File: src/rtl/pnz_pkg.sv
// pnz_pkg: shared types and constants of the perlin noise sample unit
// no dependencies; used by the interfaces, pnz_front, pnz_back and the top level

package pnz_pkg;

   // command codes of one input transaction
   typedef enum logic {
      CMD_SAMPLE = 1'b0,
      CMD_WRITE  = 1'b1
   } cmd_type;

   localparam int COORD_W    = 32;
   localparam int CELL_W     = 8;
   localparam int NOISE_W    = 18;
   localparam int PERM_DEPTH = 256;

   // gradient selection codes of the low hash nibble
   localparam logic [3:0] GRAD_SPLIT_P = 4'd8;
   localparam logic [3:0] GRAD_SPLIT_Q = 4'd4;
   localparam logic [3:0] GRAD_ALT_A   = 4'd12;
   localparam logic [3:0] GRAD_ALT_B   = 4'd14;

   // output clamp bounds, signed 18-bit range
   localparam logic signed [31:0] NOISE_MAX = 32'sd131071;
   localparam logic signed [31:0] NOISE_MIN = -32'sd131072;

   // decoded transaction held in the command queue
   typedef struct packed {
      cmd_type                    cmd;
      logic [COORD_W-1:0]         x_pos;
      logic [COORD_W-1:0]         y_pos;
      logic [COORD_W-1:0]         z_pos;
      logic [CELL_W-1:0]          table_index;
      logic [CELL_W-1:0]          table_value;
   } item_type;

   // back end status toward the front end and the top level
   typedef struct packed {
      logic init_done;
      logic out_overflow;
   } back_stat_type;

   // permutation bytes loaded by the clearing pass after reset
   localparam logic [7:0] PERM_RESET [PERM_DEPTH] = '{
      8'd151, 8'd160, 8'd137, 8'd91,  8'd90,  8'd15,  8'd131, 8'd13,
      8'd201, 8'd95,  8'd96,  8'd53,  8'd194, 8'd233, 8'd7,   8'd225,
      8'd140, 8'd36,  8'd103, 8'd30,  8'd69,  8'd142, 8'd8,   8'd99,
      8'd37,  8'd240, 8'd21,  8'd10,  8'd23,  8'd190, 8'd6,   8'd148,
      8'd247, 8'd120, 8'd234, 8'd75,  8'd0,   8'd26,  8'd197, 8'd62,
      8'd94,  8'd252, 8'd219, 8'd203, 8'd117, 8'd35,  8'd11,  8'd32,
      8'd57,  8'd177, 8'd33,  8'd88,  8'd237, 8'd149, 8'd56,  8'd87,
      8'd174, 8'd20,  8'd125, 8'd136, 8'd171, 8'd168, 8'd68,  8'd175,
      8'd74,  8'd165, 8'd71,  8'd134, 8'd139, 8'd48,  8'd27,  8'd166,
      8'd77,  8'd146, 8'd158, 8'd231, 8'd83,  8'd111, 8'd229, 8'd122,
      8'd60,  8'd211, 8'd133, 8'd230, 8'd220, 8'd105, 8'd92,  8'd41,
      8'd55,  8'd46,  8'd245, 8'd40,  8'd244, 8'd102, 8'd143, 8'd54,
      8'd65,  8'd25,  8'd63,  8'd161, 8'd1,   8'd216, 8'd80,  8'd73,
      8'd209, 8'd76,  8'd132, 8'd187, 8'd208, 8'd89,  8'd18,  8'd169,
      8'd200, 8'd196, 8'd135, 8'd130, 8'd116, 8'd188, 8'd159, 8'd86,
      8'd164, 8'd100, 8'd109, 8'd198, 8'd173, 8'd186, 8'd3,   8'd64,
      8'd52,  8'd217, 8'd226, 8'd250, 8'd124, 8'd123, 8'd5,   8'd202,
      8'd38,  8'd147, 8'd118, 8'd126, 8'd255, 8'd82,  8'd85,  8'd212,
      8'd207, 8'd206, 8'd59,  8'd227, 8'd47,  8'd16,  8'd58,  8'd17,
      8'd182, 8'd189, 8'd28,  8'd42,  8'd223, 8'd183, 8'd170, 8'd213,
      8'd119, 8'd248, 8'd152, 8'd2,   8'd44,  8'd154, 8'd163, 8'd70,
      8'd221, 8'd153, 8'd101, 8'd155, 8'd167, 8'd43,  8'd172, 8'd9,
      8'd129, 8'd22,  8'd39,  8'd253, 8'd19,  8'd98,  8'd108, 8'd110,
      8'd79,  8'd113, 8'd224, 8'd232, 8'd178, 8'd185, 8'd112, 8'd104,
      8'd218, 8'd246, 8'd97,  8'd228, 8'd251, 8'd34,  8'd242, 8'd193,
      8'd238, 8'd210, 8'd144, 8'd12,  8'd191, 8'd179, 8'd162, 8'd241,
      8'd81,  8'd51,  8'd145, 8'd235, 8'd249, 8'd14,  8'd239, 8'd107,
      8'd49,  8'd192, 8'd214, 8'd31,  8'd181, 8'd199, 8'd106, 8'd157,
      8'd184, 8'd84,  8'd204, 8'd176, 8'd115, 8'd121, 8'd50,  8'd45,
      8'd127, 8'd4,   8'd150, 8'd254, 8'd138, 8'd236, 8'd205, 8'd93,
      8'd222, 8'd114, 8'd67,  8'd29,  8'd24,  8'd72,  8'd243, 8'd141,
      8'd128, 8'd195, 8'd78,  8'd66,  8'd215, 8'd61,  8'd156, 8'd180
   };

endpackage

File: src/rtl/pnz_if.sv
// pnz_if: valid/ready channel interfaces of the perlin noise sample unit
// depends on pnz_pkg for field widths

interface pnz_req_if;
   logic                                valid;
   logic                                ready;
   logic                                command;
   logic signed [pnz_pkg::COORD_W-1:0]  x_pos;
   logic signed [pnz_pkg::COORD_W-1:0]  y_pos;
   logic signed [pnz_pkg::COORD_W-1:0]  z_pos;
   logic [pnz_pkg::CELL_W-1:0]          table_index;
   logic [pnz_pkg::CELL_W-1:0]          table_value;

   modport source (output valid, command, x_pos, y_pos, z_pos, table_index, table_value,
                   input ready);
   modport sink (input valid, command, x_pos, y_pos, z_pos, table_index, table_value,
                 output ready);
endinterface


File: src/rtl/pnz_front.sv
// pnz_front: accepts request transactions, decodes the command, feeds the queue
// depends on pnz_pkg and pnz_if

module pnz_front (
   input  logic              clock,
   input  logic              reset,
   input  logic              enable,
   pnz_req_if.sink           req_bus,
   output logic              push_valid,
   input  logic              push_ready,
   output pnz_pkg::item_type push_data
);

   logic              hold_vld_ff, hold_vld_in;
   pnz_pkg::item_type hold_ff, item_in;
   logic              accept;

   assign req_bus.ready = enable && (!hold_vld_ff || push_ready);
   assign accept        = req_bus.valid && req_bus.ready;
   assign push_valid    = hold_vld_ff;
   assign push_data     = hold_ff;

   // decode: a write keeps only its table fields, a sample only its point
   always_comb begin
      item_in = '0;
      if (req_bus.command) begin
         item_in.cmd         = pnz_pkg::CMD_WRITE;
         item_in.table_index = req_bus.table_index;
         item_in.table_value = req_bus.table_value;
      end else begin
         item_in.cmd   = pnz_pkg::CMD_SAMPLE;
         item_in.x_pos = req_bus.x_pos;
         item_in.y_pos = req_bus.y_pos;
         item_in.z_pos = req_bus.z_pos;
      end
      hold_vld_in = accept || (hold_vld_ff && !push_ready);
   end

   always_ff @(posedge clock) begin
      if (reset) begin
         hold_vld_ff <= 1'b0;
      end else begin
         hold_vld_ff <= hold_vld_in;
      end
   end

   always_ff @(posedge clock) begin
      if (accept) begin
         hold_ff <= item_in;
      end
   end

endmodule

File: src/flat_wrapper.sv
// flat-port wrapper written by rule: the top's interface ports become plain ports
module pnz_front_flat 
  (clock, reset, enable, push_valid, push_ready, push_data, req_bus_valid, req_bus_command, req_bus_x_pos, req_bus_y_pos, req_bus_z_pos, req_bus_table_index, req_bus_table_value, req_bus_ready);
  pnz_req_if req_bus_i ();
  input  logic clock;
  input  logic reset;
  input  logic enable;
  output logic push_valid;
  input  logic push_ready;
  output pnz_pkg::item_type push_data;
  input wire logic [$bits(req_bus_i.valid)-1:0] req_bus_valid;
  input wire logic [$bits(req_bus_i.command)-1:0] req_bus_command;
  input wire logic [$bits(req_bus_i.x_pos)-1:0] req_bus_x_pos;
  input wire logic [$bits(req_bus_i.y_pos)-1:0] req_bus_y_pos;
  input wire logic [$bits(req_bus_i.z_pos)-1:0] req_bus_z_pos;
  input wire logic [$bits(req_bus_i.table_index)-1:0] req_bus_table_index;
  input wire logic [$bits(req_bus_i.table_value)-1:0] req_bus_table_value;
  output wire logic [$bits(req_bus_i.ready)-1:0] req_bus_ready;
  assign req_bus_i.valid = req_bus_valid;
  assign req_bus_i.command = req_bus_command;
  assign req_bus_i.x_pos = req_bus_x_pos;
  assign req_bus_i.y_pos = req_bus_y_pos;
  assign req_bus_i.z_pos = req_bus_z_pos;
  assign req_bus_i.table_index = req_bus_table_index;
  assign req_bus_i.table_value = req_bus_table_value;
  assign req_bus_ready = req_bus_i.ready;
  pnz_front u_core (.clock(clock), .reset(reset), .enable(enable), .req_bus(req_bus_i), .push_valid(push_valid), .push_ready(push_ready), .push_data(push_data));
endmodule
File: config.mk
export PLATFORM = sky130hd
export DESIGN_NAME = pnz_front_flat
export DESIGN_NICKNAME = d
export VERILOG_FILES = /design/src/rtl/pnz_pkg.sv /design/src/rtl/pnz_if.sv /design/src/rtl/pnz_front.sv /design/src/flat_wrapper.sv
export SDC_FILE = /design/constraint.sdc
export NUM_CORES = 1
export LEC_CHECK = 0
export CORE_MARGIN = 5
export CORE_UTILIZATION = 50
export DETAILED_ROUTE_END_ITERATION = 12
export DONT_BUFFER_PORTS = 1
export PLACE_DENSITY = 0.74
export SETUP_SLACK_MARGIN = 0.1
export SLEW_MARGIN = 20
export SYNTH_ARGS = -nofsm -noshare
export SYNTH_HDL_FRONTEND = slang
export SYNTH_SLANG_ARGS = --single-unit
File: constraint.sdc
create_clock -name clock -period 16.4 [get_ports clock]
set_clock_uncertainty 0.2 [all_clocks]
set_input_delay 0.82 -clock clock [delete_from_list [all_inputs] [get_ports clock]]
set_output_delay 0.82 -clock clock [all_outputs]
set_load 0.05 [all_outputs]
==> metrics.log, run 1 <==
INFO  metric gp_congestion = 0.728
INFO  metric holdPathEnd = u_core.push_valid$_SDFF_PP0_
INFO  metric part_of_the_yosys_area_used_for_sequential_elements = 81.2%
INFO  metric antenna_found_initial = 3
INFO  metric min_path_type = in -> reg
INFO  metric hold_viol = 0
INFO  metric final_design_area_no_fill = 4860 um2
INFO  metric met3WireLength = 1070 um
INFO  metric worst_hold_margin = 188 ps
INFO  metric path_max_fanout = 3
INFO  metric wl_met2 = 4330 um
INFO  metric ctsResizeCount = 0
INFO  metric r2r_end = u_core.push_data[36]$_SDFFCE_PP0P_
INFO  metric global_route_usage_over_all_layers = 16.0%
INFO  metric routed_wirelength = 8280 um
INFO  metric timing.slew.headroom = 51.0%
INFO  metric design.core.area = 8220 um2
INFO  metric dpl_cell_area = 4300 um2
INFO  metric timing.critical_path.from_type = flip-flop
INFO  metric chipWidth = 102 um
INFO  metric vdd.ir_drop.worst = 0.0836 mV
INFO  metric synth_cells = 243
INFO  metric top_level_ports = 233
INFO  metric cp.arrival = 1680 ps
INFO  metric cts.path.max_buffers = 2
INFO  metric mappedNetlistNets = 361
INFO  metric synth_cell_type_count = 10
INFO  metric post_cts_hold_buffer_count = 0
INFO  metric floorplan.initialDensity = 51.1%
INFO  metric finalSetupTns = 0 ps
INFO  metric whs_path_depth = 1
INFO  metric post_cts_buffers = 0
INFO  metric seq_cells_post_synth = 114
INFO  metric design.final.nets = 370
INFO  metric top_layer_used = met5
INFO  metric cpPeakStageDelay = 640 ps
INFO  metric syn_area = 4200 um2
INFO  metric synth.area.top_cells = edfxtp_1 (81%), nor2b_1 (14%), and2_1 (2.5%), buf_2 (1.2%), dfxtp_1 (0.48%)
INFO  metric routedLengthMet1 = 2740 um
INFO  metric yosys.cell_count.top_type = edfxtp_1
INFO  metric timing.final.max_slew_violations = 0
INFO  metric synthesis.yosys.warnings = 0
INFO  metric cts.reportedPaths.clkPinSlew = 50 ps
INFO  metric cts.root.buffer_cell = clkbuf_8
INFO  metric crit_type = reg -> out
INFO  metric grt_pass1_vias = 1972
INFO  metric synth_largest_type_area_fraction = 80.7%
INFO  metric status = completed
INFO  metric synth_top_flop_cell = edfxtp_1
INFO  metric cap_viol_max_count = 0
INFO  metric total_die_area = 10300 um2
INFO  metric die-height = 102 um
INFO  metric route.detailed.wl_per_inst = 22.4 um
INFO  metric r2r-start = u_core.push_valid$_SDFF_PP0_
INFO  metric floorplan.rows = 33
INFO  metric grt_first_pass_wirelength = 11800 um
INFO  metric area_growth = 15.6%
INFO  metric cpMaxStageDelayCell = dfxtp_1
INFO  metric drive_gt1_share = 11.0%
INFO  metric worst_skew_pair.late_latency = 490 ps
INFO  metric drt_first_pass_iters = 4
INFO  metric max_freq = 371 MHz
INFO  metric worstPathRequired = 15380 ps
INFO  metric critPathCaptureType = output port
INFO  metric yosys-top-cells-count = edfxtp_1 (113), nor2b_1 (97), and2_1 (17), buf_2 (10)
INFO  metric dp_hpwl = 5920 um
INFO  metric cell_taking_the_most_area_after_synthesis = edfxtp_1
INFO  metric clkSinkCount = 114
INFO  metric ctsHtreeMaxLevel = 4
INFO  metric report.final.setup_viol = 0
INFO  metric grt_overflow = 0
INFO  metric detail_route.vias_per_cell = 5.19
INFO  metric hold_start = reset
INFO  metric cts-buffers-inserted = 17
INFO  metric synth_async_sr_flop_share = 0%
INFO  metric grt_max_degree = 114
INFO  metric critical_path_cell_list = nand2b_1, and2_1
INFO  metric post-route-drc-count = 0
INFO  metric synth.avg_cell_area = 17.3 um2
INFO  metric placement.io_buffers = 0
INFO  metric final_cycle_share = 16.5%
INFO  metric reg2reg_setup_slack = 14350 ps
INFO  metric final_period_minus_worst_setup_slack = 2700 ps
INFO  metric grt_setup_unrepaired = no
INFO  metric antenna_violating_nets_post_route = 0
INFO  metric power_density = 155 nW/um2
INFO  metric drt_iter0_drc = 91
INFO  metric synth_enable_flop_cells = 113
INFO  metric worst_pin_slew = 735 ps
INFO  metric cts_tree = yes
INFO  metric power.leakage = 0.00163 uW
INFO  metric vias = 1922
INFO  metric worstRegToRegCells = 3
## power by group
part	internal [uW]	switching, uW	total, uW
sequential	339	52.8	392
clock	227	117	344
combinational	7.77	9.71	17.5
total	574	179	753
## routing by layer
metal | global-route usage [%] | vias up
met5 | 0 | -
li1 | - | 863
met2 | 26.4 | 131
met3 | 10.7 | 13
met1 | 15.5 | 911
met4 | 7.16 | 4
## kinds of logic after synthesis
family                 count (synthesis)  synth area share (%)
AOI/OAI and AO/OA                      1                 0.119
DFF                                  114                  81.2
and+or+nand+nor                      116                  17.2
buffers and inverters                 12                  1.46
## worst max-delay path by stage
stage,start,cells after the start,end
detailed placement,push_ready,2,req_bus_ready
floorplan,push_ready,2,u_core.push_data[0]$_SDFFCE_PN0P_
finish,u_core.push_valid$_SDFF_PP0_,2,req_bus_ready
CTS,u_core.push_valid$_SDFF_PP0_,2,req_bus_ready
global route,u_core.push_valid$_SDFF_PP0_,2,req_bus_ready
global placement,push_ready,2,req_bus_ready
## critical path, delay by kind of cell (launching register included)
| family | cells | cell delay, ps |
|---|---|---|
| DFF | 1 | 640 |
| and+or+nand+nor | 2 | 540 |
## metrics by stage
step | instances | power (uW) | setup slack [ps] | utilization (%)
2_1_floorplan | 243 | 415 | 9670 | -
6_report | 370 | 753 | 13700 | 59.1
3_3_place_gp | 338 | 415 | 13990 | 52.3
4_1_cts | 369 | 762 | 13680 | 59.1
5_1_grt | 369 | 781 | 13610 | 59.1
3_5_place_dp | 338 | 416 | 13980 | 52.3
## cells in the final DEF, fill, tap and decap left out, drive strengths merged
cell	count
edfxtp	113
buf	2
dfxtp	1
clkbuf	18
nand2	1
nand2b	1
bufinv	3
diode	1
clkinv	8
a21oi	1
and2	17
clkinvlp	2
nor2b	97
## registers in the layout, indices dropped and copies added (netlist names)
signal / cells
u_core.push_valid: 1
u_core.push_data: 113
## cell type report
class	instances	area, um2
repair buffers	2	15.0
flip-flops and latches	114	3410
clock buffers	18	418
multi-input cells	117	736
diodes	1	2.50
fillers	600	3360
clock inverters	13	144
well taps	105	131
(Power assumes the default switching activity.)
==> run 2, diff against run 1 <==
--- a/config.mk
+++ b/config.mk
@@ -9,7 +9,7 @@
 export CORE_UTILIZATION = 50
 export DETAILED_ROUTE_END_ITERATION = 12
 export DONT_BUFFER_PORTS = 1
-export PLACE_DENSITY = 0.74
+export PLACE_DENSITY = 0.77
 export SETUP_SLACK_MARGIN = 0.1
 export SLEW_MARGIN = 20
 export SYNTH_ARGS = -nofsm -noshare
==> constraint.sdc (replaced) <==
create_clock -name clock -period 2.32 [get_ports clock]
set_clock_uncertainty 0.2 [all_clocks]
set_input_delay 0.116 -clock clock [delete_from_list [all_inputs] [get_ports clock]]
set_output_delay 0.116 -clock clock [all_outputs]
set_load 0.05 [all_outputs]
==> metrics.log, run 2 <==
INFO  metric synth_cells = 243
INFO  metric post_cts_hold_buffer_count = 102
INFO  metric syn_area = 4200 um2
INFO  metric die-height = 102 um
INFO  metric exit_stage = clock tree synthesis (4_1_cts)
INFO  metric synth_cell_type_count = 10
INFO  metric error_message = [ERROR RSZ-0060] Max buffer count reached.
INFO  metric yosys-top-cells-count = edfxtp_1 (113), nor2b_1 (97), and2_1 (17), buf_2 (10)
INFO  metric synth_largest_type_area_fraction = 80.7%
INFO  metric post_synth_fa_ha_maj_area_fraction = 0%
INFO  metric top_level_ports = 233
INFO  metric synth.avg_cell_area = 17.3 um2
INFO  metric floorplan.rows = 33
INFO  metric synth_xor_xnor_area_share = 0%
INFO  metric seq_cells_post_synth = 114
INFO  metric placement.io_buffers = 0
INFO  metric chipWidth = 102 um
INFO  metric mappedNetlistNets = 361
INFO  metric part_of_the_yosys_area_used_for_sequential_elements = 81.2%
INFO  metric ctsHtreeMaxLevel = 4
INFO  metric dp_hpwl = 6080 um
INFO  metric cts.path.max_buffers = 2
INFO  metric largest_family_of_logic_cells_by_synthesized_area = simple AND/OR/NAND/NOR gates
INFO  metric ctsResizeCount = 0
INFO  metric dp_slack = 773 ps
INFO  metric synth_enable_flop_cells = 113
INFO  metric synthSimpleGateAreaFrac = 17.2%
INFO  metric synth_async_sr_flop_share = 0%
INFO  metric synth_top_flop_cell = edfxtp_1
INFO  metric cts.root.buffer_cell = clkbuf_8
INFO  metric yosys.cell_count.top_type = edfxtp_1
INFO  metric synthesis.yosys.warnings = 0
INFO  metric gp_congestion = 0.750
INFO  metric synth.area.top_cells = edfxtp_1 (81%), nor2b_1 (14%), and2_1 (2.5%), buf_2 (1.2%), dfxtp_1 (0.48%)
INFO  metric status = aborted with a tool error
INFO  metric yosys-mux-area-fraction = 0%
INFO  metric post_cts_buffers = 0
INFO  metric clkSinkCount = 114
INFO  metric floorplan.initialDensity = 51.1%
INFO  metric cell_taking_the_most_area_after_synthesis = edfxtp_1
INFO  metric synth_compound_area_share = 0.119%
INFO  metric cts-buffers-inserted = 17
run 2: cell counts after synthesis:
No cell type changed its count.
run 2: cells by family after synthesis:
family	Yosys count
simple gates	116
flops	114
buf+inv	12
compound gates	1
run 2: per-stage QoR:
step                      instances  cell area, um2
after floorplan                 243            4220
after global placement          338            4330
after detailed placement        338            4330
==> run 3, diff against run 2 <==
--- a/config.mk
+++ b/config.mk
@@ -6,11 +6,10 @@
 export NUM_CORES = 1
 export LEC_CHECK = 0
 export CORE_MARGIN = 5
-export CORE_UTILIZATION = 50
+export CORE_UTILIZATION = 35
 export DETAILED_ROUTE_END_ITERATION = 12
 export DONT_BUFFER_PORTS = 1
-export PLACE_DENSITY = 0.77
-export SETUP_SLACK_MARGIN = 0.1
+export PLACE_DENSITY_LB_ADDON = 0.15
 export SLEW_MARGIN = 20
 export SYNTH_ARGS = -nofsm -noshare
 export SYNTH_HDL_FRONTEND = slang
==> constraint.sdc (replaced) <==
create_clock -name clock -period 3 [get_ports clock]
set_clock_uncertainty 0.2 [all_clocks]
set_input_delay 0.15 -clock clock [delete_from_list [all_inputs] [get_ports clock]]
set_output_delay 0.15 -clock clock [all_outputs]
set_load 0.05 [all_outputs]
==> metrics.log, run 3 <==
INFO  metric status = aborted with a tool error
INFO  metric exit_stage = clock tree synthesis (4_1_cts)
INFO  metric error_message = [ERROR RSZ-0060] Max buffer count reached.
INFO  metric part_of_the_yosys_area_used_for_sequential_elements = 81.2%
INFO  metric yosys.cell_count.top_type = edfxtp_1
INFO  metric ctsHtreeMaxLevel = 4
INFO  metric yosys-top-cells-count = edfxtp_1 (113), nor2b_1 (97), and2_1 (17), buf_2 (10)
INFO  metric synth_enable_flop_cells = 113
INFO  metric cts.path.max_buffers = 2
INFO  metric synth_top_flop_cell = edfxtp_1
INFO  metric syn_area = 4200 um2
INFO  metric synth_largest_type_area_fraction = 80.7%
INFO  metric synth.area.top_cells = edfxtp_1 (81%), nor2b_1 (14%), and2_1 (2.5%), buf_2 (1.2%), dfxtp_1 (0.48%)
INFO  metric placement.io_buffers = 0
INFO  metric post_cts_hold_buffer_count = 101
INFO  metric synth_async_sr_flop_share = 0%
INFO  metric post_cts_buffers = 0
INFO  metric ctsResizeCount = 0
INFO  metric synthesis.yosys.warnings = 0
INFO  metric floorplan.rows = 40
INFO  metric synth_cell_type_count = 10
INFO  metric seq_cells_post_synth = 114
INFO  metric synth.avg_cell_area = 17.3 um2
INFO  metric cts-buffers-inserted = 17
INFO  metric chipWidth = 120 um
INFO  metric top_level_ports = 233
INFO  metric mappedNetlistNets = 361
INFO  metric die-height = 120 um
INFO  metric gp_congestion = 0.686
INFO  metric clkSinkCount = 114
INFO  metric floorplan.initialDensity = 35.3%
INFO  metric cts.root.buffer_cell = clkbuf_16
INFO  metric synth_cells = 243
INFO  metric cell_taking_the_most_area_after_synthesis = edfxtp_1
-- run 3: cell counts after synthesis --
Identical to the previous run, type by type.
-- run 3: cells by family after synthesis --
kind of cell    after synthesis  synth area share, %
flops                       114                 81.2
simple gates                116                 17.2
buf+inv                      12                 1.46
compound gates                1                0.119
-- run 3: per-stage QoR --
step / instances / util [%] / worst slack (ps) / instance area (um2) / hold WS, ps
floorplan: 243 / - / 120 / 4210 / 11.7
global placement: 380 / 36.6 / 1110 / 4360 / 14.2
detailed placement: 380 / 36.6 / 1080 / 4360 / 19.2
