**config.mk**
```make
export PLATFORM = sky130hd
export DESIGN_NAME = pnz_fifo
export DESIGN_NICKNAME = d
export VERILOG_FILES = /design/src/rtl/pnz_fifo.sv
export SDC_FILE = /design/constraint.sdc
export NUM_CORES = 1
export LEC_CHECK = 0
export BUFFER_PORTS_ARGS = -buffer_cell sky130_fd_sc_hd__buf_2
export CORE_UTILIZATION = 40
export CTS_BUF_LIST = sky130_fd_sc_hd__clkbuf_8
export CTS_CLUSTER_DIAMETER = 120
export DETAILED_ROUTE_END_ITERATION = 7
export MAX_ROUTING_LAYER = met4
export PLACE_DENSITY = 0.58
export SYNTH_ARGS = -nofsm -noshare
export SYNTH_HDL_FRONTEND = slang
export SYNTH_SLANG_ARGS = --single-unit
export TNS_END_PERCENT = 5
```
**constraint.sdc**
```tcl
create_clock -name clock -period 7 [get_ports clock]
set_input_delay 1.05 -clock clock [delete_from_list [all_inputs] [get_ports clock]]
set_output_delay 1.05 -clock clock [all_outputs]
set_load 0.01 [all_outputs]
```
**src/rtl/pnz_fifo.sv**
```systemverilog
// pnz_fifo: small valid/ready queue with a register array
// no dependencies

module pnz_fifo #(
   parameter int WIDTH = 8,
   parameter int DEPTH = 4,
   parameter int PTR_W = $clog2(DEPTH),
   parameter int CNT_W = $clog2(DEPTH + 1)
) (
   input  logic             clock,
   input  logic             reset,
   input  logic             push_valid,
   output logic             push_ready,
   input  logic [WIDTH-1:0] push_data,
   output logic             pop_valid,
   input  logic             pop_ready,
   output logic [WIDTH-1:0] pop_data
);

   logic [WIDTH-1:0] mem_ff [DEPTH];
   logic [PTR_W-1:0] wr_ptr_ff, wr_ptr_in;
   logic [PTR_W-1:0] rd_ptr_ff, rd_ptr_in;
   logic [CNT_W-1:0] count_ff, count_in;
   logic             push, pop;

   assign push_ready = count_ff != CNT_W'(DEPTH);
   assign pop_valid  = count_ff != '0;
   assign pop_data   = mem_ff[rd_ptr_ff];
   assign push       = push_valid && push_ready;
   assign pop        = pop_valid && pop_ready;

   // pointer and occupancy update
   always_comb begin
      wr_ptr_in = wr_ptr_ff;
      rd_ptr_in = rd_ptr_ff;
      if (push) begin
         wr_ptr_in = (wr_ptr_ff == PTR_W'(DEPTH - 1)) ? '0 : wr_ptr_ff + 1'b1;
      end
      if (pop) begin
         rd_ptr_in = (rd_ptr_ff == PTR_W'(DEPTH - 1)) ? '0 : rd_ptr_ff + 1'b1;
      end
      count_in = count_ff + CNT_W'(push) - CNT_W'(pop);
   end

   always_ff @(posedge clock) begin
      if (reset) begin
         wr_ptr_ff <= '0;
         rd_ptr_ff <= '0;
         count_ff  <= '0;
      end else begin
         wr_ptr_ff <= wr_ptr_in;
         rd_ptr_ff <= rd_ptr_in;
         count_ff  <= count_in;
      end
   end

   // storage
   always_ff @(posedge clock) begin
      if (push) begin
         mem_ff[wr_ptr_ff] <= push_data;
      end
   end

endmodule

```
==> flow_results.org, run 1 <==
** Final layout
- Relative to the synthesized area, the layout overhead comes to 13.7%.
- Antenna cell count :: 0
- Of the cells placed in the final design, the portion with a size suffix greater than 1 is 36.2%.
- Number of nets in the layout :: 135

** Worst setup path
- Kind of capture point of the worst setup path :: output port
- STA classifies the critical path startpoint as a register.
- Among all stages on the critical path, the largest delay is contributed by sky130_fd_sc_hd__dfxtp_1.
- The critical path is of the register to output port type.
- Data required time of the critical path :: 5950 ps
- The worst register-to-register path begins at count_ff[1]$_SDFF_PP0_.
- CP Data Arrival Time :: 1720 ps
- Along the worst path, the maximum fanout reaches 8.
- Register-to-Register Setup Slack :: 4580 ps
- Delay of the slowest cell on the worst path :: 680 ps
- Cells traversed along the worst timing path :: mux4_2 > buf_2
- Worst-case reg-to-reg path depth :: 10
- The worst register-to-register path ends at count_ff[2]$_SDFF_PP0_.

** Drt
- Average wire per cell in the routed design :: 15.2 um
- Via count of the routed design :: 815
- DR DRC count :: 0
- Dividing the detail-routed via count by the number of cells gives 4.97.
- Number of routed nets with antenna violations :: 0
- Routed Wire Length :: 2.49 mm
- DRT iter0 DRCs :: 57
- First-pass iteration count of the detailed router :: 4

** Synth
- Post-synth EDFFs :: 32
- Of the synthesized area, sequential elements account for 69.9%.
- Leading area contributor after synthesis :: sky130_fd_sc_hd__edfxtp_1
- Prevailing post-synth register cell :: sky130_fd_sc_hd__edfxtp_1
- Synth Area in Compound Gates :: 2.45%
- Post-synthesis net count :: 111
- Fraction of synthesized cell area taken by the top area cell type :: 58.9%
- The synthesized netlist devotes 6.59% of its cell area to adder and majority cells.
- Unique masters post-synth :: 26
- Synthesized instance count :: 91
- After synthesis, the largest family of logic cells by area is multiplexers.
- During synthesis, Yosys emitted a total of 0 warnings.
- Counting flops and latches in the post-synthesis netlist gives 41.
- Among all cell types in the netlist, the one instantiated most often is sky130_fd_sc_hd__edfxtp_1.
- Area share of and/or/nand/nor cells after synthesis :: 6.28%
- Main area contributors after synthesis :: sky130_fd_sc_hd__edfxtp_1 (59%), sky130_fd_sc_hd__dfxtp_1 (11%), sky130_fd_sc_hd__mux4_2 (11%)
- Multiplexer share of the synthesized area :: 11.6%
- Ranking of synthesized cells by instance count :: sky130_fd_sc_hd__edfxtp_1 (32), sky130_fd_sc_hd__dfxtp_1 (9), sky130_fd_sc_hd__mux4_2 (8), sky130_fd_sc_hd__ha_1 (7), sky130_fd_sc_hd__inv_1 (5)
- The average instance in the mapped netlist occupies 17.9 sq um.
- After synthesis the cells add up to 1630 sq um.
- After Yosys synthesis, XOR and XNOR cells account for 0.536% of the synthesized area.
- Async S/R FF share, synth :: 0%

** Hold path
- The worst hold path was traced through 2 stages.
- In this run the worst hold path is classified as register to register.
- The startpoint identified for the worst hold timing path is rd_ptr_ff[0]$_SDFFE_PP0N_.

** Clock network
- In this run the number of H-tree levels came out at 2.
- Cells resized by post-CTS repair :: 0
- At the later pin of the worst-skew pair, clock insertion delay measures 290 ps.
- Sink Count :: 41
- The tree is rooted in a sky130_fd_sc_hd__clkbuf_8.
- In this run the deepest clock path goes through 2 buffers.
- Post-CTS Setup Repair Bufs :: 0
- Counting the buffers created by CTS gives 5.
- Clock transition time at the flip-flop clock pins of the worst setup and hold paths :: 70 ps
- Post-CTS Hold Buffers :: 0
- TritonCTS built the clock tree.

** Timing
- For the pin with the worst max-slew slack, the measured transition is 567 ps.
- Static timing analysis puts the maximum clock frequency at 0.362 GHz.
- After routing, the total negative slack on setup checks comes to 0 ps.
- Final Hold Viols :: 0
- Setup repair after global routing missed its margin :: false
- Final count of negative-setup-slack endpoints :: 0
- The count of final max-slew check failures is 0.
- Maximum clock skew at final layout :: 5.30 ps
- Relative slew slack :: 62.2%
- Final critical path time including I/O delays and setup :: 2770 ps
- Tightest hold margin :: 505 ps
- Period Utilization, post-route :: 39.5%

** Die
- IO Pins :: 22
- After floorplanning, the core was sized to cover 3800 sq um.
- For this configuration, the core starts out at a cell density of 43.0%.
- Die extent in y :: 65.9 um
- Measured along the x axis, the die boundary spans 65.9 um.
- Floorplan die area :: 4340 sq um
- Std cell rows :: 22

** Global route
- The initial antenna violation count was 0.
- Global Route Usage Sum :: 13.5%
- GRT Residual Overflow :: 0
- The first global-routing pass estimated 3.97 mm of wire.
- Largest net degree at the start of global routing :: 13
- Via count of the first global-routing pass :: 824

** Pwr
- Pwr/cell area :: 335 nW/um^2
- Summed over all cells, the static leakage comes to 0.700 nW.
- Maximum resistive drop on vdd :: 0.170 mV

** Flow run
- Max-cap violations :: 0

** Placement
- Final weighted congestion in routability-driven placement :: 0.673
- Input/output buffers :: 21
- The HPWL after detailed placement is 1.66 mm.

** Status
- Status :: finished clean
==> report_power, final <==
group / switching (mW) / leakage [nW] / internal [mW]
Combinational: 0.0715 / 0.284 / 0.0780
Sequential: 0.0279 / 0.367 / 0.300
Clock: 0.0764 / 0.0491 / 0.0676
==> registers in the layout (all words and copies together) (netlist names), named ones only <==
register	flops
mem_ff	32
count_ff	3
rd_ptr_ff	2
wr_ptr_ff	2
==> routing by layer <==
layer / GRT usage, % / routed length [um] / up-vias
met4: 5.71 / 50 / 0
met5: - / 0 / -
met3: 5.17 / 127 / 6
li1: - / - / 393
met1: 15.4 / 1110 / 400
met2: 21.3 / 1200 / 16
==> final cells by class <==
| class | count | area (sq um) |
|---|---|---|
| fillers | 325 | 1940 |
| inverters | 5 | 18.8 |
| flip-flops and latches | 41 | 1140 |
| multi-input cells | 41 | 449 |
| repair buffers | 21 | 105 |
| clock buffers | 5 | 68.8 |
| well taps | 48 | 60.1 |
| clock inverters | 3 | 13.8 |
==> through the flow <==
stage | utilization, % | setup slack, ps | cells | total power [mW] | instance area, sq um
2_1_floorplan | - | 4410 | 91 | 0.439 | 1630
3_3_place_gp | 46.7 | 4260 | 156 | 0.483 | 1770
3_5_place_dp | 46.7 | 4170 | 156 | 0.487 | 1770
4_1_cts | 48.9 | 4180 | 164 | 0.629 | 1860
5_1_grt | 48.9 | 4100 | 164 | 0.662 | 1860
6_report | 48.9 | 4230 | 164 | 0.622 | 1860
==> worst max-delay path: cells and delay by family, from the launching register on <==
kind / cells / cell delay [ps]
DFF: 1 / 680
buffers and inverters: 1 / 160
muxes: 1 / 590
==> layout by cell type (no fill, tap or decap), types with 3 or more instances in the layout <==
| master | Yosys | final |
|---|---|---|
| sky130_fd_sc_hd__edfxtp_1 | 32 | 32 |
| sky130_fd_sc_hd__buf_2 | 1 | 21 |
| sky130_fd_sc_hd__dfxtp_1 | 9 | 9 |
| sky130_fd_sc_hd__mux4_2 | 8 | 8 |
| sky130_fd_sc_hd__ha_1 | 7 | 7 |
| sky130_fd_sc_hd__inv_1 | 5 | 6 |
| sky130_fd_sc_hd__clkbuf_8 | 0 | 5 |
| sky130_fd_sc_hd__and3_2 | 4 | 4 |
| sky130_fd_sc_hd__nor2_1 | 3 | 3 |
==> worst max-delay path by stage <==
stage	to	cells after the start
2_1_floorplan	count_ff[2]$_SDFF_PP0_	10
3_3_place_gp	count_ff[2]$_SDFF_PP0_	11
3_5_place_dp	count_ff[2]$_SDFF_PP0_	11
4_1_cts	pop_data[2]	2
5_1_grt	pop_data[2]	2
6_report	pop_data[2]	2
==> logic make-up after synthesis <==
kind of cell / count (synthesis)
compound gates: 6
xor+xnor: 1
fa+ha+maj: 8
buf+inv: 9
flops: 41
mux: 9
simple gates: 17
Note: power is estimated with default switching activity, not from simulation.
==> inputs of run 2 (changes only) <==
--- a/config.mk
+++ b/config.mk
@@ -11,7 +11,7 @@
 export CTS_CLUSTER_DIAMETER = 120
 export DETAILED_ROUTE_END_ITERATION = 7
 export MAX_ROUTING_LAYER = met4
-export PLACE_DENSITY = 0.58
+export PLACE_DENSITY = 0.6
 export SYNTH_ARGS = -nofsm -noshare
 export SYNTH_HDL_FRONTEND = slang
 export SYNTH_SLANG_ARGS = --single-unit
==> constraint.sdc (replaced) <==
create_clock -name clock -period 2.5 [get_ports clock]
set_input_delay 0.375 -clock clock [delete_from_list [all_inputs] [get_ports clock]]
set_output_delay 0.375 -clock clock [all_outputs]
set_load 0.01 [all_outputs]
==> run 2 against run 1 <==
  * Worst setup slack worse by 4100 ps
  * Core utilization increased by 1.9 points
  * Critical path depth grew 8
  * Non-clock buffer count up 2
  * Via count increased by 4.7%
  * Largest power group unchanged
  * Highest routed layer unchanged
==> flow_results.org, run 2 (synthesized netlist as in run 1, its figures left out) <==
** Status
- Status: finished clean (unchanged).

** Worst setup path
- Register-to-Register Setup Slack :: 180 ps (was 4580 ps)
- The capturing element of the worst setup path is count_ff[2]$_SDFF_PP0_ (was pop_data[2]).
- The data arrival time at the worst-slack endpoint was 2530 ps (was 1720 ps).
- Setup crit start kind :: register (unchanged)
- The cell with the biggest individual delay on the critical path is sky130_fd_sc_hd__or3b_1 (was sky130_fd_sc_hd__dfxtp_1).
- The data required time of the critical path is 2710 ps (was 5950 ps).
- Cells traversed along the worst timing path :: or3b_1 > nand2_1 > ha_1 > inv_1 > ha_1 > inv_1 > fa_1 > xor2_1 > and2_2 > nor3_2 (was mux4_2 > buf_2)
- The biggest fanout along the worst timing path came to 5 (was 8).
- Crit path buffers/inverters :: 2 (was 1)
- The delay of the slowest cell on the worst path is 420 ps (was 680 ps).
- The path depth of the worst reg2reg path is 10 (unchanged).
- The startpoint of the worst-slack reg-to-reg timing path is count_ff[1]$_SDFF_PP0_ (unchanged).
- CP delay by family, top :: simple AND/OR/NAND/NOR gates (was flip-flops)
- Tracing the worst setup path back leads to its startpoint at count_ff[1]$_SDFF_PP0_.
- The instance count on the critical path was 10 (was 2).
- Capture instance of the worst register-to-register path :: count_ff[2]$_SDFF_PP0_ (unchanged)
- Kind of capture point of the worst setup path :: register (was output port)
- WS Path Type :: register to register (was register to output port)

** Placement
- The detailed placement HPWL came to 1.83 mm (was 1.66 mm).
- Input/output buffers :: 21 (unchanged)
- Final weighted congestion in routability-driven placement :: 0.853 (was 0.673)
- DP Area :: 1790 sq um (was 1770 sq um)

** Die
- The horizontal die dimension came to 65.9 um (unchanged).
- The die footprint is 4340 sq um (unchanged).
- The number of rows created at floorplan is 22 (unchanged).
- Die extent in y :: 65.9 um (unchanged)
- Core region area :: 3800 sq um (unchanged)
- Effective utilization at floorplan :: 43.0% (unchanged)
- IO Pins :: 22 (unchanged)

** Pwr
- The largest voltage drop on the vdd net is 0.446 mV (was 0.170 mV).
- Pwr/cell area :: 1030 nW/um^2 (was 335 nW/um^2)
- The leakage power summed over all cells is 0.729 nW (was 0.700 nW).

** Timing
- The final count of hold timing violations is 0 (unchanged).
- Final count of negative-setup-slack endpoints :: 0 (unchanged)
- The final critical path takes up 92.9% of the cycle.
- Based on the critical path, the design can be clocked at up to 0.431 GHz.
- Slew of the pin with the lowest slew margin :: 528 ps (was 567 ps)
- The count of final max-slew check failures was 0 (unchanged).
- Setup repair after global routing missed its margin: false (unchanged).
- Maximum clock skew at final layout :: 4.77 ps (was 5.30 ps)
- The setup total negative slack came to 0 ps (unchanged).
- Tightest hold margin :: 306 ps (was 505 ps)
- Relative slew slack :: 64.7% (was 62.2%)
- Final critical path time including I/O delays and setup :: 2320 ps

** Final layout
- End-of-flow core utilization :: 50.8% (was 48.9%)
- Antenna cell count :: 0 (unchanged)
- Layout filler cell count :: 330 (was 325)
- Largest register FFs :: 32 (unchanged)
- The relative area change from synthesis to final layout was 18.2% (was 13.7%).
- Registers with the most flip-flops :: mem_ff (32), count_ff (3) (unchanged)
- The most frequent standard cell in the layout excluding fill and tap cells was sky130_fd_sc_hd__edfxtp_1 (unchanged).
- Most used cells in the layout excluding fill and tap cells: sky130_fd_sc_hd__edfxtp_1 (32), sky130_fd_sc_hd__buf_2 (21), sky130_fd_sc_hd__mux4_2 (8), sky130_fd_sc_hd__dfxtp_1 (8), sky130_fd_sc_hd__ha_1 (7) (was sky130_fd_sc_hd__edfxtp_1 (32), sky130_fd_sc_hd__buf_2 (21), sky130_fd_sc_hd__dfxtp_1 (9)).
- The fraction of layout instances using a drive strength above 1 was 39.8% (was 36.2%).
- The post-layout instance area was 1930 sq um (was 1860 sq um).
- Number of nets in the layout :: 137 (was 135)
- Largest Register :: mem_ff (unchanged)

** Global route
- The via count of the first global-routing pass was 895 (was 824).
- Global Route Usage Sum :: 15.3% (was 13.5%)
- The initial antenna violation count is 0 (unchanged).
- The wire length of the first global-routing pass was 4.38 mm (was 3.97 mm).
- Largest net degree at the start of global routing :: 14 (was 13)
- GRT Residual Overflow :: 0 (unchanged)

** Clock network
- The number of clock buffers inserted by TritonCTS is 5 (unchanged).
- The total number of clock tree sinks was 41 (unchanged).
- The CTS tree was built (unchanged).
- Clock transition time at the flip-flop clock pins of the worst setup and hold paths :: 80 ps (was 70 ps)
- Root Buffer :: sky130_fd_sc_hd__clkbuf_8 (unchanged)
- Post-CTS Hold Buffers :: 0 (unchanged)
- Htree depth :: 2 (unchanged)
- Max Buffers Root-to-Sink :: 2 (unchanged)
- Clock latency at the later pin of the worst-skew pair :: 290 ps (about the same)

** Drt
- The routed length on met1 is 1.08 mm (was 1.11 mm).
- Number of routed nets with antenna violations :: 0 (unchanged)
- First-pass iteration count of the detailed router :: 4 (unchanged)
- DR DRC count :: 0 (unchanged)
- The final routed wirelength across all metal layers is 2.64 mm (was 2.49 mm).
- Routed length on met2 :: 1.37 mm (was 1.20 mm)
- The routed length on met3 was 135 um (was 127 um).
- The first-iteration detailed-routing DRC count came to 30 (was 57).
- Average wire per cell in the routed design :: 15.9 um (was 15.2 um)
- The uppermost metal layer occupied by signal nets is met4 (unchanged).
- The total number of vias came to 853 (was 815).
- Via density :: 5.14 (was 4.97)

** Hold path
- Class of the most critical hold timing path :: input pin to register (was register to register)

** Flow run
- Max-cap violations :: 0 (unchanged)
## run 2: cell types whose count changed in the layout (fill, tap and decap cells not counted), sizes merged
cell,change
buf,+2
bufinv,+2
clkinv,-1
inv,-1
## run 2: area by class of cell
cell class                      instances  area (sq um)  area share (%)
Clock buffer                            5          68.8            3.57
Sequential cell                        41          1140            59.2
Tap cell                               48          60.1            3.11
Multi-Input combinational cell         41           454            23.5
Timing Repair Buffer                   23           120            6.23
Inverter                                5          18.8           0.973
Clock inverter                          3          65.1            3.37
## run 2: how the worst min path moves through the flow
stage	start	endpoint	slack, ps	depth (start not counted)
2_1_floorplan	rd_ptr_ff[0]$_SDFFE_PP0N_	register	460	2
3_3_place_gp	rd_ptr_ff[0]$_SDFFE_PP0N_	rd_ptr_ff[0]$_SDFFE_PP0N_	480	2
3_5_place_dp	rd_ptr_ff[0]$_SDFFE_PP0N_	rd_ptr_ff[0]$_SDFFE_PP0N_	500	2
4_1_cts	push_data[5]	mem_ff[1][5]$_DFFE_PP_	300	1
5_1_grt	push_data[5]	mem_ff[3][5]$_DFFE_PP_	290	1
6_report	push_data[5]	mem_ff[3][5]$_DFFE_PP_	310	1
## run 2: per-layer routing
metal  GRT usage (%)  vias up
met5               -        -
met4            6.52        0
met3            5.69        5
met2            25.3       24
met1            16.5      428
li1                -      396
## run 2: what timing repair did
item,in CTS,in global routing
resized for setup,0,2
setup buffers,0,0
endpoints found under the setup margin,0,1
## run 2: per-stage QoR
| stage | power (mW) | setup slack, ps | std cells |
|---|---|---|---|
| finish | 1.98 | 177 | 166 |
| global route | 2.09 | 64.3 | 166 |
| CTS | 2.00 | 124 | 166 |
| detailed placement | 1.39 | 152 | 158 |
| global placement | 1.36 | 313 | 158 |
| floorplan | 1.23 | 241 | 91 |
## run 2: where the power goes
| group | leakage [nW] | total (mW) | switching (mW) | internal [mW] |
|---|---|---|---|---|
| clock | 0.0681 | 0.611 | 0.214 | 0.396 |
| combinational | 0.294 | 0.451 | 0.216 | 0.235 |
| sequential | 0.367 | 0.922 | 0.0791 | 0.843 |
==> inputs of run 3 (changes only) <==
--- a/config.mk
+++ b/config.mk
@@ -6,13 +6,15 @@
 export NUM_CORES = 1
 export LEC_CHECK = 0
 export BUFFER_PORTS_ARGS = -buffer_cell sky130_fd_sc_hd__buf_2
+export CORE_MARGIN = 3
 export CORE_UTILIZATION = 40
 export CTS_BUF_LIST = sky130_fd_sc_hd__clkbuf_8
 export CTS_CLUSTER_DIAMETER = 120
 export DETAILED_ROUTE_END_ITERATION = 7
 export MAX_ROUTING_LAYER = met4
 export PLACE_DENSITY = 0.6
+export SETUP_SLACK_MARGIN = 0.3
 export SYNTH_ARGS = -nofsm -noshare
 export SYNTH_HDL_FRONTEND = slang
 export SYNTH_SLANG_ARGS = --single-unit
-export TNS_END_PERCENT = 5
+export TNS_END_PERCENT = 50
==> run 3 against run 2 <==
  * Critical path depth is the same
  * Largest cell class unchanged
  * Sequential share of layout area grew 0.22 points
  * Cell count grew 0.60%
  * Largest power group unchanged
  * Power shrank 4.1%
==> flow_results.org, run 3 (synthesized netlist as in run 1, its figures left out) <==
** Final layout
- Most common cell after layout, fill and taps aside :: sky130_fd_sc_hd__edfxtp_1 (unchanged)
- Registers with the most flip-flops :: mem_ff (32), count_ff (3) (unchanged)
- The area occupied by multi-input gates is 472 sq um (was 454 sq um).
- The number of fillers in the final layout is 339 (was 330).
- The fraction of layout instances using a drive strength above 1 is 45.4% (was 39.8%).
- The antenna diode count came to 0 (unchanged).
- The total number of nets in the final design is 138 (was 137).
- Largest register FFs :: 32 (unchanged)
- Most used cells in the layout excluding fill and tap cells: sky130_fd_sc_hd__edfxtp_1 (32), sky130_fd_sc_hd__buf_2 (21), sky130_fd_sc_hd__mux4_2 (8) (was sky130_fd_sc_hd__edfxtp_1 (32), sky130_fd_sc_hd__buf_2 (21), sky130_fd_sc_hd__mux4_2 (8), sky130_fd_sc_hd__dfxtp_1 (8), sky130_fd_sc_hd__ha_1 (7)).
- The area used by sequential logic in the layout was 1150 sq um (was 1140 sq um).
- Largest Register :: mem_ff (unchanged)
- The relative area change from synthesis to final layout was 18.6% (was 18.2%).
- Final cell area excluding filler cells :: 1940 sq um (was 1930 sq um)

** Global route
- The total global routing track utilization came to 11.8% (was 15.3%).
- Via count of the first global-routing pass :: 889 (was 895)
- The initial antenna violation count was 0 (unchanged).
- GRT Residual Overflow :: 0 (unchanged)
- Global-route wire length before repair :: 4.19 mm (was 4.38 mm)
- The pin count of the biggest net entering global routing is 14 (unchanged).

** Drt
- The total number of vias came to 850 (was 853).
- Via density :: 5.09 (was 5.14)
- DR DRC count :: 0 (unchanged)
- The routed wire length per instance was 15.6 um (was 15.9 um).
- Number of routed nets with antenna violations :: 0 (unchanged)
- Routed Wire Length :: 2.60 mm (was 2.64 mm)
- The first-iteration detailed-routing DRC count came to 32 (was 30).
- First-pass iteration count of the detailed router :: 4 (unchanged)

** Clock network
- CTS tree :: built (unchanged)
- Clock latency at the later pin of the worst-skew pair :: 280 ps (was 290 ps)
- Number of buffers created by CTS :: 5 (unchanged)
- The maximum level of the CTS H-tree was 2 (unchanged).
- The maximum buffer depth of the clock tree was 2 (unchanged).
- The master cell of the clock root buffer was sky130_fd_sc_hd__clkbuf_8 (unchanged).
- Clock transition time at the flip-flop clock pins of the worst setup and hold paths :: 80 ps (about the same)
- Sink Count :: 41 (unchanged)

** Status
- Status :: finished clean (unchanged)

** Hold path
- The worst min-delay path category is input pin to register (unchanged).

** Die
- Effective utilization at floorplan :: 43.0% (unchanged)
- The core region area was 3800 sq um (unchanged).
- Die extent in y :: 69.9 um (was 65.9 um)
- The die footprint is 4880 sq um (was 4340 sq um).
- Std cell rows :: 22 (unchanged)
- Die Width :: 69.9 um (was 65.9 um)
- IO Pins :: 22 (unchanged)

** Pwr
- The total power per unit cell area was 982 nW/um^2 (was 1030 nW/um^2).
- Leakage :: 0.729 nW (about the same)
- Maximum resistive drop on vdd :: 0.437 mV (was 0.446 mV)

** Worst setup path
- The type of element launching the critical path is a register (unchanged).
- Critical path fanouts, max :: 5 (unchanged)
- Kind of capture point of the worst setup path :: register (unchanged)
- Data required time of the critical path :: 2710 ps (about the same)
- CP Data Arrival Time :: 2360 ps (was 2530 ps)
- The path type of the worst setup path is register to register (unchanged).

** Timing
- The setup skew after layout was 6.27 ps (was 4.77 ps).
- Max-slew violation count :: 0 (unchanged)
- The final period demand of the worst path came to 2150 ps (was 2320 ps).
- Period Utilization, post-route :: 86.2% (was 92.9%)
- Final count of negative-setup-slack endpoints :: 0 (unchanged)
- The worst-case headroom to the max-slew limit is 71.3% (was 64.7%).
- The final count of hold timing violations was 0 (unchanged).
- The setup total negative slack was 0 ps (unchanged).
- Slew of the pin with the lowest slew margin :: 430 ps (was 528 ps)
- Highest achievable clock rate :: 0.464 GHz (was 0.431 GHz)
- Setup repair after global routing missed its margin :: true (was false)

** Placement
- Input/output buffers :: 21 (unchanged)
- Detailed-placement wirelength estimate :: 1.73 mm (was 1.83 mm)
- Final weighted congestion in routability-driven placement :: 0.792 (was 0.853)
- DP Area :: 1790 sq um (unchanged)

** Flow run
- Max-cap violations :: 0 (unchanged)
==> run 3: final timing paths <==
check,startpoint,end,slack [ps],cells past startpoint
worst max-delay path,count_ff[1]$_SDFF_PP0_,count_ff[2]$_SDFF_PP0_,350,10
worst min register to register,rd_ptr_ff[0]$_SDFFE_PP0N_,register,500,2
worst min-delay path,push_data[3],mem_ff[2][3]$_DFFE_PP_,300,1
worst max register to register,count_ff[1]$_SDFF_PP0_,count_ff[2]$_SDFF_PP0_,350,10
==> run 3: timing repair <==
| item | CTS | global route |
|---|---|---|
| resized for setup | 2 | 6 |
| hold buffers | 0 | 0 |
| buffers inserted | 2 | 0 |
| endpoints found under the setup margin | 1 | 4 |
| pin swaps | 2 | 1 |
==> run 3: report_power, final <==
part	switching, mW	internal [mW]	leakage [nW]	total (mW)
Combinational	0.218	0.251	0.301	0.469
Sequential	0.0822	0.850	0.369	0.932
Clock	0.209	0.292	0.0593	0.501
Total	0.510	1.39	0.729	1.90
==> run 3: per-stage QoR <==
step           hold WS [ps]  instances  total power [mW]  setup WS (ps)  utilization [%]
2_1_floorplan           463         91              1.24            339                -
3_3_place_gp            476        157              1.36            301             47.1
3_5_place_dp            499        157              1.38            199             47.1
4_1_cts                 297        167              1.90            308             50.5
5_1_grt                 303        167              2.00            275             51.0
6_report                302        167              1.90            345             51.0
==> run 3: cell type report <==
cell class                 instances  share of cell area (%)
timing repair buffer              24                    6.59
clock inverter                     3                    2.00
tap                               48                    3.10
inverter                           5                   0.969
clock buffer                       5                    3.55
multi-input combinational         41                    24.4
sequential                        41                    59.4
==> run 3: critical path, stage by stage, from the launching register on <==
cell and delay (ps):
sky130_fd_sc_hd__dfxtp_4 370, sky130_fd_sc_hd__or3b_4 390, sky130_fd_sc_hd__nand2_4 70, sky130_fd_sc_hd__ha_1 220, sky130_fd_sc_hd__inv_1 50, sky130_fd_sc_hd__ha_1 130, sky130_fd_sc_hd__inv_1 50, sky130_fd_sc_hd__fa_2 330
sky130_fd_sc_hd__xor2_1 160, sky130_fd_sc_hd__and2_2 200, sky130_fd_sc_hd__nor3_2 90
==> run 3: routing by layer <==
| layer | track usage (%) | part of all wire, % | vias to the layer above |
|---|---|---|---|
| met2 | 18.3 | 50 | 20 |
| li1 | - | - | 399 |
| met5 | - | 0 | - |
| met3 | 3.74 | 4.0 | 9 |
| met1 | 14.0 | 44 | 422 |
| met4 | 5.74 | 2.3 | 0 |
